<file path="config.mk">
export PLATFORM = sky130hd
export DESIGN_NAME = quadrature_pedal_speed_sensor
export DESIGN_NICKNAME = d
export VERILOG_FILES = /design/src/hw/rtl/qpss_pkg.sv /design/src/hw/rtl/quadrature_pedal_speed_sensor.sv /design/src/hw/rtl/qpss_mul.sv /design/src/hw/rtl/qpss_div.sv
export SDC_FILE = /design/constraint.sdc
export NUM_CORES = 1
export LEC_CHECK = 0
export BUFFER_PORTS_ARGS = -buffer_cell sky130_fd_sc_hd__buf_2
export CORE_ASPECT_RATIO = 2
export CORE_UTILIZATION = 55
export DETAILED_ROUTE_END_ITERATION = 16
export GPL_ROUTABILITY_DRIVEN = 0
export MAX_ROUTING_LAYER = met4
export PLACE_DENSITY = 0.72
export REMOVE_ABC_BUFFERS = 1
export SLEW_MARGIN = 15
export SYNTH_ARGS = -nofsm -noshare
export SYNTH_HDL_FRONTEND = slang
export SYNTH_SLANG_ARGS = --single-unit
</file>
<file path="constraint.sdc">
create_clock -name clk -period 14 [get_ports clk]
set_input_delay 2.1 -clock clk [delete_from_list [all_inputs] [get_ports clk]]
set_output_delay 2.1 -clock clk [all_outputs]
set_load 0.03 [all_outputs]
</file>
<file path="src/hw/rtl/qpss_pkg.sv">
// Shared types, constants and helper functions for the pedal speed sensor.
// No dependencies; used by every RTL module of the block.
package qpss_pkg;

  localparam int unsigned TIME_W    = 32;
  localparam int unsigned SPEED_W   = 16;
  localparam int unsigned COUNT_W   = 16;
  localparam int unsigned NUM_W     = 32;
  localparam int unsigned SCALE_W   = 24;
  localparam int unsigned DELTA_W   = 16;
  localparam int unsigned DEN_W     = SCALE_W + DELTA_W;
  localparam int unsigned CFG_W     = 32;
  localparam int unsigned CFG_IDX_W = 3;

  localparam logic [SPEED_W-1:0] STOP_SPEED_BOUNDARY = 16'd100;

  // sensor_mode codes; any other code decodes as single phase
  localparam logic [1:0] MODE_DUAL_FWD = 2'd0;
  localparam logic [1:0] MODE_DUAL_BWD = 2'd1;

  // reset values of the configuration registers
  localparam logic [1:0]         RST_SENSOR_MODE = MODE_DUAL_FWD;
  localparam logic [NUM_W-1:0]   RST_NUMERATOR   = '0;
  localparam logic [SCALE_W-1:0] RST_EDGE_SCALE  = 24'd1;
  localparam logic [COUNT_W-1:0] RST_ENABLE_THR  = 16'd1;
  localparam logic [COUNT_W-1:0] RST_BACKPED_THR = 16'd1;
  localparam logic [DELTA_W-1:0] RST_SPEED_TO    = 16'd1000;
  localparam logic [DELTA_W-1:0] RST_STOP_TO_LO  = 16'd1000;
  localparam logic [DELTA_W-1:0] RST_STOP_TO_HI  = 16'd500;

  typedef enum logic [CFG_IDX_W-1:0] {
    REG_SENSOR_MODE = 3'd0,
    REG_NUMERATOR   = 3'd1,
    REG_EDGE_SCALE  = 3'd2,
    REG_ENABLE_THR  = 3'd3,
    REG_BACKPED_THR = 3'd4,
    REG_SPEED_TO    = 3'd5,
    REG_STOP_TO_LO  = 3'd6,
    REG_STOP_TO_HI  = 3'd7
  } cfg_reg_t;

  typedef enum logic [1:0] {
    DIR_NONE = 2'd0,
    DIR_FWD  = 2'd1,
    DIR_BWD  = 2'd2
  } dir_t;

  typedef enum logic [3:0] {
    ST_IDLE = 4'b0001,
    ST_MUL  = 4'b0010,
    ST_DIV  = 4'b0100,
    ST_DONE = 4'b1000
  } state_t;

  typedef struct packed {
    logic [COUNT_W-1:0] count;
    logic               hit;
  } step_t;

  // phase = {B, A}
  function automatic dir_t quad_dir(input logic [1:0] prev, input logic [1:0] cur);
    dir_t d;
    unique case ({prev, cur})
      4'b0001, 4'b0111, 4'b1000, 4'b1110: d = DIR_FWD;
      4'b0010, 4'b0100, 4'b1011, 4'b1101: d = DIR_BWD;
      default:                            d = DIR_NONE;
    endcase
    return d;
  endfunction

  function automatic logic [COUNT_W-1:0] sat_inc(input logic [COUNT_W-1:0] cnt);
    return (cnt == '1) ? cnt : cnt + COUNT_W'(1);
  endfunction

  // increment, then clamp at the threshold once it is reached
  function automatic step_t step_to_thr(input logic [COUNT_W-1:0] cnt,
                                        input logic [COUNT_W-1:0] thr);
    step_t r;
    r.count = sat_inc(cnt);
    r.hit   = 1'b0;
    if (r.count >= thr) begin
      r.count = thr;
      r.hit   = 1'b1;
    end
    return r;
  endfunction

endpackage

</file>
<file path="src/hw/rtl/quadrature_pedal_speed_sensor.sv">
// Pedal sensor front end: quadrature or single-phase decode, step counting, drive
// and backpedal flags, and speed = speed_numerator / (edge_scale * delta) in 0.1 km/h.
// A sample that does not recompute the speed goes from ST_IDLE to ST_DONE; one that does
// passes first through ST_MUL, the serial multiplier, and then ST_DIV, the serial divider.
// ST_DONE loads the output register when it is empty or not stalled. One sample is in work
// at a time; the next is accepted once the result is in the output register.
// Depends on qpss_pkg, qpss_mul and qpss_div.
module quadrature_pedal_speed_sensor #(
  parameter logic [qpss_pkg::SPEED_W-1:0] STOP_SPEED_BOUNDARY = qpss_pkg::STOP_SPEED_BOUNDARY
) (
  input  logic                            clk,
  input  logic                            rst_n,
  input  logic                            cfg_wr_en,
  input  logic [qpss_pkg::CFG_IDX_W-1:0]  cfg_index,
  input  logic [qpss_pkg::CFG_W-1:0]      cfg_wdata,
  input  logic                            in_valid,
  output logic                            in_stall,
  input  logic                            in_phase_a,
  input  logic                            in_phase_b,
  input  logic [qpss_pkg::TIME_W-1:0]     in_time_ms,
  input  logic                            in_clear_backpedal,
  input  logic                            in_clear_stop,
  output logic                            out_valid,
  input  logic                            out_stall,
  output logic [qpss_pkg::SPEED_W-1:0]    out_speed_tenths,
  output logic                            out_speed_updated,
  output logic                            out_drive_enabled,
  output logic                            out_backpedal_seen,
  output logic                            out_pedal_stopped
);

  localparam int unsigned TIME_W  = qpss_pkg::TIME_W;
  localparam int unsigned DELTA_W = qpss_pkg::DELTA_W;
  localparam int unsigned COUNT_W = qpss_pkg::COUNT_W;
  localparam int unsigned SPEED_W = qpss_pkg::SPEED_W;

  // configuration
  logic [1:0]                    mode_r;
  logic [qpss_pkg::NUM_W-1:0]    num_r;
  logic [qpss_pkg::SCALE_W-1:0]  scale_r;
  logic [COUNT_W-1:0]            en_thr_r, bp_thr_r;
  logic [DELTA_W-1:0]            spd_to_r, stop_lo_r, stop_hi_r;

  // sensor state
  qpss_pkg::state_t              state_r, state_nxt;
  logic [1:0]                    prev_r, prev_nxt;
  logic [COUNT_W-1:0]            fwd_r, fwd_nxt, bwd_r, bwd_nxt;
  logic                          drive_r, drive_nxt, bp_r, bp_nxt, stop_r, stop_nxt;
  logic [TIME_W-1:0]             last_t_r, last_t_nxt;
  logic [SPEED_W-1:0]            speed_r, speed_nxt;
  logic                          upd_r, upd_nxt;

  // output register
  logic                          out_valid_r, out_valid_nxt;
  logic [SPEED_W-1:0]            out_speed_r, out_speed_nxt;
  logic                          out_upd_r, out_upd_nxt;
  logic                          out_drive_r, out_drive_nxt;
  logic                          out_bp_r, out_bp_nxt;
  logic                          out_stop_r, out_stop_nxt;

  // decode
  logic [TIME_W-1:0]             delta;
  logic                          mode_single, mode_fwd;
  logic [1:0]                    cur;
  qpss_pkg::dir_t                dir;
  logic                          ph_change, step_ok, ready, zero_case, stop_hit;
  logic [COUNT_W-1:0]            bwd_cur;
  logic [SPEED_W-1:0]            spd_before;
  logic [DELTA_W-1:0]            stop_to;
  qpss_pkg::step_t               st;

  // serial units
  logic                          mul_start, mul_done, div_done;
  logic [qpss_pkg::DEN_W-1:0]    mul_prod;
  logic [SPEED_W-1:0]            div_quot;

  always_ff @(posedge clk) begin
    if (!rst_n) begin
      mode_r    <= qpss_pkg::RST_SENSOR_MODE;
      num_r     <= qpss_pkg::RST_NUMERATOR;
      scale_r   <= qpss_pkg::RST_EDGE_SCALE;
      en_thr_r  <= qpss_pkg::RST_ENABLE_THR;
      bp_thr_r  <= qpss_pkg::RST_BACKPED_THR;
      spd_to_r  <= qpss_pkg::RST_SPEED_TO;
      stop_lo_r <= qpss_pkg::RST_STOP_TO_LO;
      stop_hi_r <= qpss_pkg::RST_STOP_TO_HI;
    end else if (cfg_wr_en) begin
      unique case (qpss_pkg::cfg_reg_t'(cfg_index))
        qpss_pkg::REG_SENSOR_MODE: mode_r    <= cfg_wdata[1:0];
        qpss_pkg::REG_NUMERATOR:   num_r     <= cfg_wdata[qpss_pkg::NUM_W-1:0];
        qpss_pkg::REG_EDGE_SCALE:  scale_r   <= cfg_wdata[qpss_pkg::SCALE_W-1:0];
        qpss_pkg::REG_ENABLE_THR:  en_thr_r  <= cfg_wdata[COUNT_W-1:0];
        qpss_pkg::REG_BACKPED_THR: bp_thr_r  <= cfg_wdata[COUNT_W-1:0];
        qpss_pkg::REG_SPEED_TO:    spd_to_r  <= cfg_wdata[DELTA_W-1:0];
        qpss_pkg::REG_STOP_TO_LO:  stop_lo_r <= cfg_wdata[DELTA_W-1:0];
        qpss_pkg::REG_STOP_TO_HI:  stop_hi_r <= cfg_wdata[DELTA_W-1:0];
      endcase
    end
  end

  always_comb begin
    state_nxt     = state_r;
    prev_nxt      = prev_r;
    fwd_nxt       = fwd_r;
    bwd_nxt       = bwd_r;
    drive_nxt     = drive_r;
    bp_nxt        = bp_r;
    stop_nxt      = stop_r;
    last_t_nxt    = last_t_r;
    speed_nxt     = speed_r;
    upd_nxt       = upd_r;
    out_valid_nxt = out_valid_r && out_stall;
    out_speed_nxt = out_speed_r;
    out_upd_nxt   = out_upd_r;
    out_drive_nxt = out_drive_r;
    out_bp_nxt    = out_bp_r;
    out_stop_nxt  = out_stop_r;
    mul_start     = 1'b0;

    delta       = in_time_ms - last_t_r;
    mode_fwd    = (mode_r == qpss_pkg::MODE_DUAL_FWD);
    mode_single = !mode_fwd && (mode_r != qpss_pkg::MODE_DUAL_BWD);
    cur         = {in_phase_b, in_phase_a};
    dir         = qpss_pkg::quad_dir(prev_r, cur);
    ph_change   = mode_single ? (in_phase_a != prev_r[0]) : (cur != prev_r);
    // a jump of both phases changes prev_r only
    step_ok     = ph_change && (mode_single || dir != qpss_pkg::DIR_NONE);
    bwd_cur     = in_clear_backpedal ? '0 : bwd_r;
    st          = '0;
    // a backward step zeroes the speed before the stop timeout is chosen
    spd_before  = (!mode_single && ph_change && dir == qpss_pkg::DIR_BWD) ? '0 : speed_r;
    ready       = 1'b0;

    // timeout compares, evaluated against the speed before this sample
    stop_to   = (spd_before > STOP_SPEED_BOUNDARY) ? stop_hi_r : stop_lo_r;
    zero_case = (delta == '0) || (delta >= {{(TIME_W-DELTA_W){1'b0}}, spd_to_r});
    stop_hit  = (delta >= {{(TIME_W-DELTA_W){1'b0}}, stop_to});

    unique case (state_r)
      qpss_pkg::ST_IDLE: begin
        if (in_valid) begin
          if (in_clear_backpedal) begin
            bp_nxt  = 1'b0;
            bwd_nxt = '0;
          end
          if (in_clear_stop) begin
            stop_nxt = 1'b0;
          end
          if (step_ok) begin
            last_t_nxt = in_time_ms;
            stop_nxt   = 1'b0;
          end
          if (mode_single) begin
            if (ph_change) begin
              st       = qpss_pkg::step_to_thr(fwd_r, en_thr_r);
              fwd_nxt  = st.count;
              prev_nxt = {1'b0, in_phase_a};
              if (st.hit) begin
                drive_nxt = 1'b1;
              end
            end
          end else if (ph_change) begin
            prev_nxt = cur;
            if (dir == qpss_pkg::DIR_FWD) begin
              bwd_nxt = '0;
              if (mode_fwd) begin
                st      = qpss_pkg::step_to_thr(fwd_r, en_thr_r);
                fwd_nxt = st.count;
                bp_nxt  = 1'b0;
                if (st.hit) begin
                  drive_nxt = 1'b1;
                end
              end else begin
                fwd_nxt   = qpss_pkg::sat_inc(fwd_r);
                drive_nxt = 1'b0;
              end
            end else if (dir == qpss_pkg::DIR_BWD) begin
              fwd_nxt = '0;
              if (mode_fwd) begin
                st        = qpss_pkg::step_to_thr(bwd_cur, bp_thr_r);
                bwd_nxt   = st.count;
                drive_nxt = 1'b0;
                if (st.hit) begin
                  bp_nxt = 1'b1;
                end
              end else begin
                st      = qpss_pkg::step_to_thr(bwd_cur, en_thr_r);
                bwd_nxt = st.count;
                if (st.hit) begin
                  drive_nxt = 1'b1;
                end
              end
            end
          end

          ready = step_ok || (!ph_change && speed_r != '0 &&
                  delta >= {{(TIME_W-DELTA_W){1'b0}}, spd_to_r});
          upd_nxt   = ready;
          speed_nxt = spd_before;
          state_nxt = qpss_pkg::ST_DONE;
          if (ready) begin
            if (zero_case) begin
              speed_nxt = '0;
              if (stop_hit) begin
                stop_nxt = 1'b1;
              end
            end else if (scale_r == '0 || num_r == '0) begin
              speed_nxt = '0;
            end else begin
              mul_start = 1'b1;
              state_nxt = qpss_pkg::ST_MUL;
            end
          end
        end
      end
      qpss_pkg::ST_MUL: begin
        if (mul_done) begin
          state_nxt = qpss_pkg::ST_DIV;
        end
      end
      qpss_pkg::ST_DIV: begin
        if (div_done) begin
          speed_nxt = div_quot;
          state_nxt = qpss_pkg::ST_DONE;
        end
      end
      qpss_pkg::ST_DONE: begin
        if (!out_valid_r || !out_stall) begin
          out_valid_nxt = 1'b1;
          out_speed_nxt = speed_r;
          out_upd_nxt   = upd_r;
          out_drive_nxt = drive_r;
          out_bp_nxt    = bp_r && mode_fwd;
          out_stop_nxt  = stop_r;
          state_nxt     = qpss_pkg::ST_IDLE;
        end
      end
      default: state_nxt = qpss_pkg::ST_IDLE;
    endcase
  end

  always_ff @(posedge clk) begin
    if (!rst_n) begin
      state_r     <= qpss_pkg::ST_IDLE;
      prev_r      <= '0;
      fwd_r       <= '0;
      bwd_r       <= '0;
      drive_r     <= 1'b0;
      bp_r        <= 1'b0;
      stop_r      <= 1'b0;
      last_t_r    <= '0;
      speed_r     <= '0;
      upd_r       <= 1'b0;
      out_valid_r <= 1'b0;
    end else begin
      state_r     <= state_nxt;
      prev_r      <= prev_nxt;
      fwd_r       <= fwd_nxt;
      bwd_r       <= bwd_nxt;
      drive_r     <= drive_nxt;
      bp_r        <= bp_nxt;
      stop_r      <= stop_nxt;
      last_t_r    <= last_t_nxt;
      speed_r     <= speed_nxt;
      upd_r       <= upd_nxt;
      out_valid_r <= out_valid_nxt;
    end
  end

  always_ff @(posedge clk) begin
    out_speed_r <= out_speed_nxt;
    out_upd_r   <= out_upd_nxt;
    out_drive_r <= out_drive_nxt;
    out_bp_r    <= out_bp_nxt;
    out_stop_r  <= out_stop_nxt;
  end

  // delta is below speed_timeout_ms here, so its low DELTA_W bits hold all of it
  qpss_mul u_mul (
    .clk    (clk),
    .rst_n  (rst_n),
    .start  (mul_start),
    .mcand  (scale_r),
    .mplier (delta[DELTA_W-1:0]),
    .done   (mul_done),
    .prod   (mul_prod)
  );

  qpss_div u_div (
    .clk      (clk),
    .rst_n    (rst_n),
    .start    (mul_done),
    .dividend (num_r),
    .divisor  (mul_prod),
    .done     (div_done),
    .quot     (div_quot)
  );

  assign in_stall           = (state_r != qpss_pkg::ST_IDLE);
  assign out_valid          = out_valid_r;
  assign out_speed_tenths   = out_speed_r;
  assign out_speed_updated  = out_upd_r;
  assign out_drive_enabled  = out_drive_r;
  assign out_backpedal_seen = out_bp_r;
  assign out_pedal_stopped  = out_stop_r;

endmodule

</file>
<file path="src/hw/rtl/qpss_mul.sv">
// Bit-serial shift-add multiplier: edge_scale times elapsed ms.
// Depends on qpss_pkg. One multiplier bit per cycle.
module qpss_mul (
  input  logic                          clk,
  input  logic                          rst_n,
  input  logic                          start,
  input  logic [qpss_pkg::SCALE_W-1:0]  mcand,
  input  logic [qpss_pkg::DELTA_W-1:0]  mplier,
  output logic                          done,
  output logic [qpss_pkg::DEN_W-1:0]    prod
);

  localparam int unsigned CNT_W = $clog2(qpss_pkg::DELTA_W);

  logic                         busy_r, busy_nxt;
  logic                         done_r, done_nxt;
  logic [CNT_W-1:0]             cnt_r, cnt_nxt;
  logic [qpss_pkg::DEN_W-1:0]   p_r, p_nxt;
  logic [qpss_pkg::SCALE_W:0]   sum;

  always_comb begin
    sum      = {1'b0, p_r[qpss_pkg::DEN_W-1:qpss_pkg::DELTA_W]} +
               (p_r[0] ? {1'b0, mcand} : '0);
    busy_nxt = busy_r;
    done_nxt = 1'b0;
    cnt_nxt  = cnt_r;
    p_nxt    = p_r;
    if (start) begin
      busy_nxt = 1'b1;
      cnt_nxt  = '0;
      p_nxt    = {{qpss_pkg::SCALE_W{1'b0}}, mplier};
    end else if (busy_r) begin
      // upper half accumulates, multiplier bits shift out at the bottom
      p_nxt   = {sum, p_r[qpss_pkg::DELTA_W-1:1]};
      cnt_nxt = cnt_r + CNT_W'(1);
      if (cnt_r == CNT_W'(qpss_pkg::DELTA_W - 1)) begin
        busy_nxt = 1'b0;
        done_nxt = 1'b1;
      end
    end
  end

  always_ff @(posedge clk) begin
    if (!rst_n) begin
      busy_r <= 1'b0;
      done_r <= 1'b0;
      cnt_r  <= '0;
    end else begin
      busy_r <= busy_nxt;
      done_r <= done_nxt;
      cnt_r  <= cnt_nxt;
    end
  end

  always_ff @(posedge clk) begin
    p_r <= p_nxt;
  end

  assign done = done_r;
  assign prod = p_r;

endmodule

</file>
<file path="src/hw/rtl/qpss_div.sv">
// Radix-2 restoring divider with saturation to the speed width.
// Depends on qpss_pkg. One quotient bit per cycle.
module qpss_div (
  input  logic                          clk,
  input  logic                          rst_n,
  input  logic                          start,
  input  logic [qpss_pkg::NUM_W-1:0]    dividend,
  input  logic [qpss_pkg::DEN_W-1:0]    divisor,
  output logic                          done,
  output logic [qpss_pkg::SPEED_W-1:0]  quot
);

  localparam int unsigned CNT_W = $clog2(qpss_pkg::SPEED_W);
  localparam int unsigned HI_W  = qpss_pkg::NUM_W - qpss_pkg::SPEED_W;

  logic                           busy_r, busy_nxt;
  logic                           done_r, done_nxt;
  logic                           sat_r, sat_nxt;
  logic [CNT_W-1:0]               cnt_r, cnt_nxt;
  logic [qpss_pkg::DEN_W-1:0]     rem_r, rem_nxt;
  logic [qpss_pkg::SPEED_W-1:0]   nq_r, nq_nxt;
  logic [qpss_pkg::DEN_W-1:0]     hi_ext;
  logic [qpss_pkg::DEN_W:0]       shifted;
  logic [qpss_pkg::DEN_W+1:0]     diff;
  logic                           fits;

  always_comb begin
    hi_ext   = {{(qpss_pkg::DEN_W - HI_W){1'b0}},
                dividend[qpss_pkg::NUM_W-1:qpss_pkg::SPEED_W]};
    shifted  = {rem_r, nq_r[qpss_pkg::SPEED_W-1]};
    diff     = {1'b0, shifted} - {2'b00, divisor};
    fits     = !diff[qpss_pkg::DEN_W+1];
    busy_nxt = busy_r;
    done_nxt = 1'b0;
    sat_nxt  = sat_r;
    cnt_nxt  = cnt_r;
    rem_nxt  = rem_r;
    nq_nxt   = nq_r;
    if (start) begin
      busy_nxt = 1'b1;
      cnt_nxt  = '0;
      // quotient overflows SPEED_W bits when the upper half alone reaches the divisor
      sat_nxt  = (hi_ext >= divisor);
      rem_nxt  = hi_ext;
      nq_nxt   = dividend[qpss_pkg::SPEED_W-1:0];
    end else if (busy_r) begin
      rem_nxt = fits ? diff[qpss_pkg::DEN_W-1:0] : shifted[qpss_pkg::DEN_W-1:0];
      nq_nxt  = {nq_r[qpss_pkg::SPEED_W-2:0], fits};
      cnt_nxt = cnt_r + CNT_W'(1);
      if (cnt_r == CNT_W'(qpss_pkg::SPEED_W - 1)) begin
        busy_nxt = 1'b0;
        done_nxt = 1'b1;
      end
    end
  end

  always_ff @(posedge clk) begin
    if (!rst_n) begin
      busy_r <= 1'b0;
      done_r <= 1'b0;
      cnt_r  <= '0;
    end else begin
      busy_r <= busy_nxt;
      done_r <= done_nxt;
      cnt_r  <= cnt_nxt;
    end
  end

  always_ff @(posedge clk) begin
    sat_r <= sat_nxt;
    rem_r <= rem_nxt;
    nq_r  <= nq_nxt;
  end

  assign done = done_r;
  assign quot = sat_r ? '1 : nq_r;

endmodule

</file>
==> impl_metrics.json, run 1 <==
{
  "clockBufferDepth": 3,
  "die_area_mm2": 0.04246,
  "row_count": 105,
  "r2r_setup_slack_ns": 8.59,
  "power_frac_comb_pct": 21.5,
  "power.internal_mw": 1.896,
  "ys_warn_count": 0,
  "yosys.area_share.adder_pct": 10.93,
  "clock_skew_ns": 0.02113,
  "holdPathEnd": "out_pedal_stopped",
  "p_seq_share_pct": 40.7,
  "drt_pass1_iterations": 5,
  "hold-path-cell-count": 0,
  "start_util_pct": 55.81,
  "track_usage_pct": 33.59,
  "grt_pass1_vias": 21163,
  "top_usage_layer": "met2",
  "avgSynthCellArea_um2": 8.078,
  "crit_path_max_fanout": 48,
  "insertion_delay_ns": 0.54,
  "core_mm2": 0.04099,
  "placed_cells": 3353,
  "nFillCells": 3775,
  "synth_top_family_by_area": "compound AO/OA/AOI/OAI gates",
  "synth-simple-area-share_pct": 19.85,
  "ys_types": 83,
  "rr_worst_depth": 17,
  "met3_usage_pct": 4.914,
  "crit_arrival_ns": 6.87,
  "grt-ovfl-total": 0,
  "die_y_um": 290.4,
  "hold_viol": 0,
  "dpl-instance-area_mm2": 0.02373,
  "start_kind": "primary input",
  "hold_path.startpoint": "stop_r",
  "hp-class": "reg2reg",
  "antenna_found_initial": 2,
  "ys.flop_type": "dfxtp_1",
  "syn_area_mm2": 0.02288,
  "min_period_over_period_pct": 48.10,
  "p_leak_nw": 10.05,
  "cts_tree": "done",
  "run_status": "complete, no violations",
  "fin_setup_tns_ns": 0,
  "p_total_mw": 2.736,
  "ir_drop_mv": 0.09782,
  "setup_viol": 0,
  "synth_compound_area_share_pct": 21.23,
  "muxShareOfSynthArea_pct": 4.671,
  "reg2reg_to": "fwd_r[2]",
  "relSlewSlack_pct": 18.08,
  "clockRootBuffer": "clkbuf_16",
  "cts_sinks": 358,
  "fin_cells": 3420,
  "p_switching_uw": 840.2,
  "power.clock.fraction_pct": 37.8,
  "areaGrowthSynthToFinish_pct": 9.139,
  "num_vias": 21073,
  "final_area_mm2": 0.02497,
  "setup_slack_ns": 7.266,
  "clkSlewWorstSetupHoldPaths_ns": 0.07,
  "io-pin-count": 98,
  "die_w_um": 146.2,
  "routed_wl_um": 69270,
  "maxCapViolCount": 0,
  "fin_nets": 3130,
  "drtAntennaViolNets": 0,
  "io_buffers": 97,
  "worstSetupEndpointType": "register",
  "dp_slack_ns": 6.792,
  "drt-initial-drc-count": 1234,
  "required_ns": 14.14,
  "fin_crit_ns": 6.734,
  "h-tree-depth": 2,
  "power_density_mw_per_mm2": 109.6,
  "vias_per_cell": 6.162,
  "drt-wirelength-per-cell_um": 20.25,
  "drcViolationCount": 0,
  "numCtsBuffers": 36,
  "tightest_slew_ns": 1.223,
  "cts_setup_buffers": 0,
  "synth_edf_count": 69,
  "met1_usage_pct": 31.50,
  "ys_ff_latch": 358,
  "cts-resized-gates": 0,
  "slew_violations": 0,
  "critPathKind": "in2reg",
  "async_flop_share_pct": 0,
  "ys_seq_area_share_pct": 34.35,
  "grt_use_met2_pct": 60.71,
  "grt_pass1_wl_um": 109800,
  "ctsHoldBuffers": 0,
  "grt_max_degree": 68,
  "drive_above_1_share_pct": 8.848,
  "synth_cells": 2832,
  "switching_share_pct": 30.70,
  "r2r_start": "fwd_r[4]",
  "synth-xor-area-share_pct": 4.020,
  "fmax_ghz": 0.1485,
  "dp_hpwl_um": 51320,
  "rsz0062_at_grt": "false"
}
## stage by stage
step,util (%),hold WS [ns]
after floorplan,-,0.4089
after global placement,57.89,0.4202
after detailed placement,57.89,0.4225
after CTS,60.88,0.4442
after global routing,60.91,0.4582
final,60.91,0.4482
## cell families (layout without fill, tap and decap cells)
logic type,after synthesis,in the layout
AOI/OAI and AO/OA,779,779
adders and majority gates,198,198
muxes,98,98
and+or+nand+nor,997,997
buffers and inverters,297,347
xor gates and xnor gates,105,105
DFF,358,358
other,0,3
## cells in the mapped netlist (21+ instances only)
master,count,area [µm²]
and2_1,52,325.3
nor2b_1,26,162.7
nand4_1,31,193.9
a21boi_0,21,157.7
o21a_1,25,187.7
edfxtp_1,69,2072
a21o_1,57,427.9
nand2_1,479,1798
xnor2_1,62,543.0
nand2b_1,31,193.9
o21ai_0,142,710.7
a31oi_1,25,156.4
nand3_1,69,345.3
clkbuf_1,118,442.9
xor2_1,43,376.6
nor3_1,36,180.2
ha_1,195,2440
o211ai_1,21,157.7
dfxtp_1,289,5786
a211oi_1,35,262.8
nor4_1,27,168.9
a21oi_1,312,1562
inv_1,162,608.1
mux2i_1,46,460.4
mux2_2,38,427.9
nor2_1,178,668.1
## power by group through the flow
stage / Combinational [mW] / Sequential (mW) / Clock [mW]
after global routing: 0.648 / 1.12 / 1.09
after global placement: 0.558 / 1.13 / 0
final: 0.589 / 1.11 / 1.03
after floorplan: 0.408 / 1.13 / 0
after CTS: 0.579 / 1.11 / 1.05
after detailed placement: 0.575 / 1.13 / 0
## final cells by class
class / count / area [µm²] / area share, %
clock inverter: 19 / 240.2 / 0.9622
sequential: 358 / 7860 / 31.48
tap: 535 / 669.4 / 2.681
inverter: 162 / 610.6 / 2.446
timing repair buffer: 121 / 665.6 / 2.666
clock buffer: 45 / 985.9 / 3.949
multi-input combinational: 2177 / 13930 / 55.79
antenna: 3 / 7.507 / 0.03007
## how the worst max path moves through the flow
stage                                  start        endpoint  slack [ns]  cells after the start
after global routing      in_clear_backpedal       bwd_r[11]        6.90                     18
after detailed placement       in_time_ms[0]  u_mul.prod[10]        6.79                     20
after global placement         in_time_ms[0]  u_mul.prod[11]        6.95                     20
after CTS                      in_time_ms[0]   u_mul.prod[3]        7.30                     20
final                          in_time_ms[0]  u_mul.prod[10]        7.27                     20
after floorplan                in_time_ms[0]   u_mul.prod[0]        6.33                     14
## placed cells by master, fill, tap and decap left out, types with 43 or more instances in the layout
cell type  count
nand2_1      479
a21oi_1      311
dfxtp_1      287
ha_1         195
nor2_1       176
inv_1        161
o21ai_0      141
buf_2         97
nand3_1       69
edfxtp_1      69
xnor2_1       62
a21o_1        57
and2_1        52
mux2i_1       46
xor2_1        43
## state kept, by name, indices dropped and copies added (netlist names), 24 cells and up
name and cells:
num_r 32, last_t_r 32, scale_r 24, u_mul.prod 40, u_div.rem_r 40
## layer usage
| metal | up-vias | wire length (µm) |
|---|---|---|
| met5 | - | 0 |
| met1 | 9967 | 23870 |
| met3 | 341 | 3378 |
| met2 | 671 | 35910 |
| li1 | 10094 | - |
| met4 | 0 | 6118 |
## worst max-delay path, cell delays in order
cell and delay (ns):
buf_2 0.09, inv_1 0.04, ha_1 0.22, fa_1 0.41, nand2b_1 0.18, a21oi_1 0.19
o2111ai_1 0.21, nand2_1 0.15, a21o_1 0.15, xor2_1 0.41, ha_1 0.34, a2111oi_0 0.51
nand2_1 0.12, a31oi_1 0.17, a21oi_1 0.08, a21oi_1 0.25, a21oi_1 0.10, nand4_1 0.14
buf_4 0.49, nand2b_1 0.53
Note: power is estimated with default switching activity, not from simulation.
==> inputs of run 2 (changes only) <==
PLACE_DENSITY = 0.75   (was 0.72)
clock period = 5.41 ns   (was 14 ns; I/O delays follow)
==> impl_metrics.json, run 2 (synthesis gave the netlist of run 1 again) <==
{
  "crit_path_frequent_cell": "a21o_1",
  "min_period_over_period_pct": 94.99,
  "start_kind": "register",
  "rr_worst_depth": 17,
  "h-tree-depth": 2,
  "areaGrowthSynthToFinish_pct": 10.24,
  "clockRootBuffer": "clkbuf_16",
  "grt-ovfl-total": 0,
  "numCtsBuffers": 35,
  "reg2reg_to": "fwd_r[2]",
  "wl_met1_um": 23180,
  "crit_path_max_fanout": 11,
  "required_ns": 5.88,
  "critPathKind": "reg2reg",
  "io-pin-count": 98,
  "insertion_delay_ns": 0.55,
  "setup_viol": 0,
  "track_usage_pct": 33.05,
  "maxCapViolCount": 0,
  "worstSetupEndpointType": "register",
  "power_density_mw_per_mm2": 278.6,
  "die_y_um": 290.4,
  "hold_viol": 0,
  "cts_tree": "done",
  "die_area_mm2": 0.04246,
  "nFillCells": 3631,
  "met2_length_um": 35840,
  "ctsHoldBuffers": 0,
  "routed_wl_um": 69360,
  "hold-path-cell-count": 0,
  "r2r_start": "fwd_r[4]",
  "grt_max_degree": 82,
  "drtAntennaViolNets": 0,
  "hold_path.startpoint": "upd_r",
  "fin_crit_ns": 5.139,
  "clockBufferDepth": 3,
  "relSlewSlack_pct": 14.17,
  "slowest_delay_ns": 0.64,
  "clkSlewWorstSetupHoldPaths_ns": 0.07,
  "final_core_util_pct": 61.53,
  "drt_pass1_iterations": 5,
  "dp_hpwl_um": 52440,
  "ir_drop_mv": 0.2557,
  "drive_above_1_share_pct": 9.907,
  "r2r_setup_slack_ns": 0.27,
  "crit_arrival_ns": 5.61,
  "top_layer": "met4",
  "row_count": 105,
  "drt-initial-drc-count": 1162,
  "met3_length_um": 3514,
  "p_leak_nw": 10.22,
  "cts-resized-gates": 0,
  "io_buffers": 97,
  "tightest_slew_ns": 1.274,
  "drcViolationCount": 0,
  "cp-startpoint": "fwd_r[4]",
  "path_cells": "nand4_1 > nor3_1 > and3_1 > nand3_1 > or2_2 > mux2_2 > ha_1 > a21o_1 > a21o_1 > a21o_1 > a21o_1 > a2111oi_0 > o31a_1 > a211o_1 > nor2b_1 > a21oi_1 > o22ai_1",
  "critPathSlowestCell": "a2111oi_0",
  "final_cell_mix": "479 x nand2_1, 311 x a21oi_1, 287 x dfxtp_1",
  "vias_per_cell": 6.177,
  "run_status": "complete, no violations",
  "final_area_mm2": 0.02522,
  "core_mm2": 0.04099,
  "num_vias": 21346,
  "drt-wirelength-per-cell_um": 20.07,
  "grt_pass1_vias": 21166,
  "die_w_um": 146.2,
  "hp-class": "reg2reg",
  "slew_violations": 0,
  "grt_pass1_wl_um": 107600,
  "cts_setup_buffers": 0,
  "clock_skew_ns": 0.02366,
  "holdPathEnd": "out_speed_updated",
  "fin_nets": 3165,
  "start_util_pct": 55.81,
  "dpl-instance-area_mm2": 0.02404,
  "seqCellArea_mm2": 0.007860,
  "multi_input_area_mm2": 0.01392,
  "rsz0062_at_grt": "false",
  "antenna_found_initial": 3,
  "fmax_ghz": 0.1946,
  "final_common_cell": "nand2_1",
  "cts_sinks": 358
}
-- run 2: cell count changes in the layout (fill, tap and decap cells not counted), sizes merged --
cell and change:
bufinv -2, buf +36, diode +1, inv +3, clkinvlp -2
-- run 2: area by class of cell --
class | count | share of cell area (%)
multi-input combinational | 2177 | 55.21
sequential | 358 | 31.17
timing repair buffer | 157 | 3.910
clock buffer | 45 | 3.825
tap | 535 | 2.654
inverter | 162 | 2.421
clock inverter | 18 | 0.7740
antenna | 4 | 0.03969
-- run 2: worst max-delay path by stage --
stage | end | cells after the start
after global placement | stop_r | 18
after detailed placement | stop_r | 18
after CTS | fwd_r[2] | 17
after global routing | fwd_r[2] | 17
after floorplan | u_mul.prod[0] | 14
final | fwd_r[2] | 17
-- run 2: worst max-delay path: cells and delay by family, from the launching register on --
| family | cells | cell delay (ns) |
|---|---|---|
| AO/OA/AOI/OAI | 9 | 2.38 |
| AND/OR/NAND/NOR | 6 | 1.62 |
| flip-flops | 1 | 0.45 |
| multiplexers | 1 | 0.33 |
| adder cells (fa/ha/maj) | 1 | 0.28 |
-- run 2: report_power, final --
group | leakage, nW | internal [mW] | switching (mW) | total [mW]
Sequential | 2.99 | 2.80 | 0.0751 | 2.88
Combinational | 6.66 | 0.617 | 0.991 | 1.61
Clock | 0.570 | 1.42 | 1.12 | 2.54
-- run 2: layer usage --
metal / vias up / GRT usage [%]
li1: 10180 / -
met5: - / -
met4: 0 / 29.83
met3: 353 / 4.929
met1: 10048 / 29.64
met2: 765 / 59.30
-- run 2: metrics by stage --
stage | setup slack [ns] | hold WS, ns | TNS (ns) | instances | power, mW
2_1_floorplan | -0.9697 | 0.4089 | -31.27 | 2697 | 3.969
3_3_place_gp | 0.07141 | 0.4355 | 0 | 3389 | 4.448
3_5_place_dp | -0.01173 | 0.4312 | -0.01173 | 3389 | 4.497
4_1_cts | 0.3204 | 0.4470 | 0 | 3452 | 7.014
5_1_grt | 0.09249 | 0.4666 | 0 | 3455 | 7.306
6_report | 0.2712 | 0.4445 | 0 | 3456 | 7.025
==> inputs of run 3 (changes only) <==
MAX_ROUTING_LAYER = unset   (was met4)
PLACE_DENSITY = 0.72   (was 0.75)
clock period = 5.51 ns   (was 5.41 ns; I/O delays follow)
==> impl_metrics.json, run 3 (synthesis gave the netlist of run 1 again) <==
{
  "tightest_slew_ns": 1.203,
  "start_util_pct": 55.81,
  "final_area_mm2": 0.02513,
  "h-tree-depth": 2,
  "nFillCells": 3707,
  "crit_path_frequent_cell": "a21o_1",
  "relSlewSlack_pct": 19.45,
  "crit_family": "compound AO/OA/AOI/OAI gates",
  "slowest_delay_ns": 0.50,
  "grt_pass1_vias": 21151,
  "dp_hpwl_um": 52010,
  "io_buffers": 97,
  "r2r_start": "fwd_r[4]",
  "ir_drop_mv": 0.2629,
  "drt_pass1_iterations": 5,
  "clockRootBuffer": "clkbuf_16",
  "final_common_cell": "nand2_1",
  "cts_tree": "done",
  "fin_cells": 3447,
  "run_status": "complete, no violations",
  "p_switching_mw": 2.115,
  "die_y_um": 290.4,
  "fin_nets": 3160,
  "core_mm2": 0.04099,
  "clock_skew_ns": 0.02773,
  "maxCapViolCount": 0,
  "hold_viol": 0,
  "p_leak_nw": 10.18,
  "switching_share_pct": 31.13,
  "row_count": 105,
  "insertion_delay_ns": 0.54,
  "path_buf_inv": 0,
  "cts-resized-gates": 0,
  "grt-ovfl-total": 0,
  "p_total_mw": 6.794,
  "start_kind": "register",
  "numCtsBuffers": 35,
  "io-pin-count": 98,
  "power.internal_mw": 4.679,
  "power_density_mw_per_mm2": 270.3,
  "num_vias": 21105,
  "final_core_util_pct": 61.31,
  "crit_arrival_ns": 5.55,
  "clockBufferDepth": 3,
  "power.clock.fraction_pct": 35.5,
  "hold_ws_ns": 0.4483,
  "routed_wl_um": 68980,
  "fin_crit_ns": 5.093,
  "critPathKind": "reg2reg",
  "die_w_um": 146.2,
  "grt_pass1_wl_um": 108700,
  "cp-startpoint": "fwd_r[4]",
  "setup_viol": 0,
  "dpl-instance-area_mm2": 0.02400,
  "path_cells": "nand4_1 > nor3_1 > and3_1 > nand3_1 > or2_2 > xnor2_1 > ha_1 > nand2b_1 > a21o_1 > a21o_1 > a21o_1 > a21o_1 > a2111oi_0 > o31a_1 > a211o_1 > nor2b_1 > a21oi_1 > o22ai_1",
  "diodes": 0,
  "crit_path_max_fanout": 14,
  "placed_cells": 3384,
  "ctsHoldBuffers": 0,
  "slew_violations": 0,
  "track_usage_pct": 32.24,
  "grt_max_degree": 90,
  "clkSlewWorstSetupHoldPaths_ns": 0.07,
  "die_area_mm2": 0.04246,
  "drt-initial-drc-count": 1273,
  "power_frac_comb_pct": 23.0,
  "critPathSlowestCell": "nor3_1",
  "min_period_over_period_pct": 92.43,
  "cts_sinks": 358,
  "antenna_found_initial": 6,
  "worstSetupEndpointType": "register",
  "drt-wirelength-per-cell_um": 20.01,
  "final_cell_mix": "479 x nand2_1, 311 x a21oi_1, 287 x dfxtp_1",
  "drcViolationCount": 0,
  "drtAntennaViolNets": 0,
  "drive_above_1_share_pct": 9.718,
  "cts_setup_buffers": 0,
  "p_seq_share_pct": 41.6,
  "fmax_ghz": 0.1964,
  "hp-class": "reg2reg",
  "required_ns": 5.97,
  "vias_per_cell": 6.123,
  "hold_path.startpoint": "upd_r",
  "areaGrowthSynthToFinish_pct": 9.850,
  "rsz0062_at_grt": "false"
}
run 3: area by class of cell:
| class | instances | area, µm² | area share, % |
|---|---|---|---|
| Tap cell | 535 | 669.4 | 2.664 |
| Clock buffer | 50 | 1045 | 4.157 |
| Sequential cell | 358 | 7860 | 31.28 |
| Timing Repair Buffer | 152 | 948.4 | 3.774 |
| Multi-Input combinational cell | 2177 | 13920 | 55.37 |
| Inverter | 162 | 610.6 | 2.430 |
| Clock inverter | 13 | 81.33 | 0.3236 |
run 3: worst reg2reg max path: stages, from the launching register on:
cell,delay (ns)
dfxtp_1,0.46
nand4_1,0.20
nor3_1,0.50
and3_1,0.25
nand3_1,0.09
or2_2,0.40
xnor2_1,0.20
ha_1,0.26
nand2b_1,0.14
a21o_1,0.22
a21o_1,0.19
a21o_1,0.18
a21o_1,0.18
a2111oi_0,0.42
o31a_1,0.28
a211o_1,0.45
nor2b_1,0.31
a21oi_1,0.12
o22ai_1,0.17
run 3: final timing paths:
kind                                     endpoint  slack, ns  cells after the start
worst min register to register  out_speed_updated       0.45                      0
worst min-delay path            out_speed_updated       0.45                      0
worst max-delay path                     fwd_r[2]       0.42                     18
worst max register to register           fwd_r[2]       0.42                     18
run 3: power by group through the flow:
| stage | logic [mW] | registers [mW] | clock network, mW |
|---|---|---|---|
| 2_1_floorplan | 1.04 | 2.86 | 0 |
| 3_3_place_gp | 1.48 | 2.88 | 0 |
| 3_5_place_dp | 1.52 | 2.88 | 0 |
| 4_1_cts | 1.53 | 2.82 | 2.44 |
| 5_1_grt | 1.71 | 2.83 | 2.53 |
| 6_report | 1.56 | 2.82 | 2.41 |
run 3: routing by layer:
metal | vias to the layer above | wire length (µm) | GRT usage [%]
met3 | 310 | 3230 | 5.071
met4 | 10 | 6316 | 26.63
li1 | 10156 | - | -
met2 | 695 | 35850 | 60.09
met5 | - | 72 | 0
met1 | 9934 | 23500 | 30.56
run 3: metrics by stage:
step                      setup TNS (ns)  worst slack [ns]
after floorplan                   -25.87           -0.8847
after global placement                 0            0.2674
after detailed placement               0            0.2132
after CTS                              0            0.4220
after global routing                   0            0.1375
final                                  0            0.4172
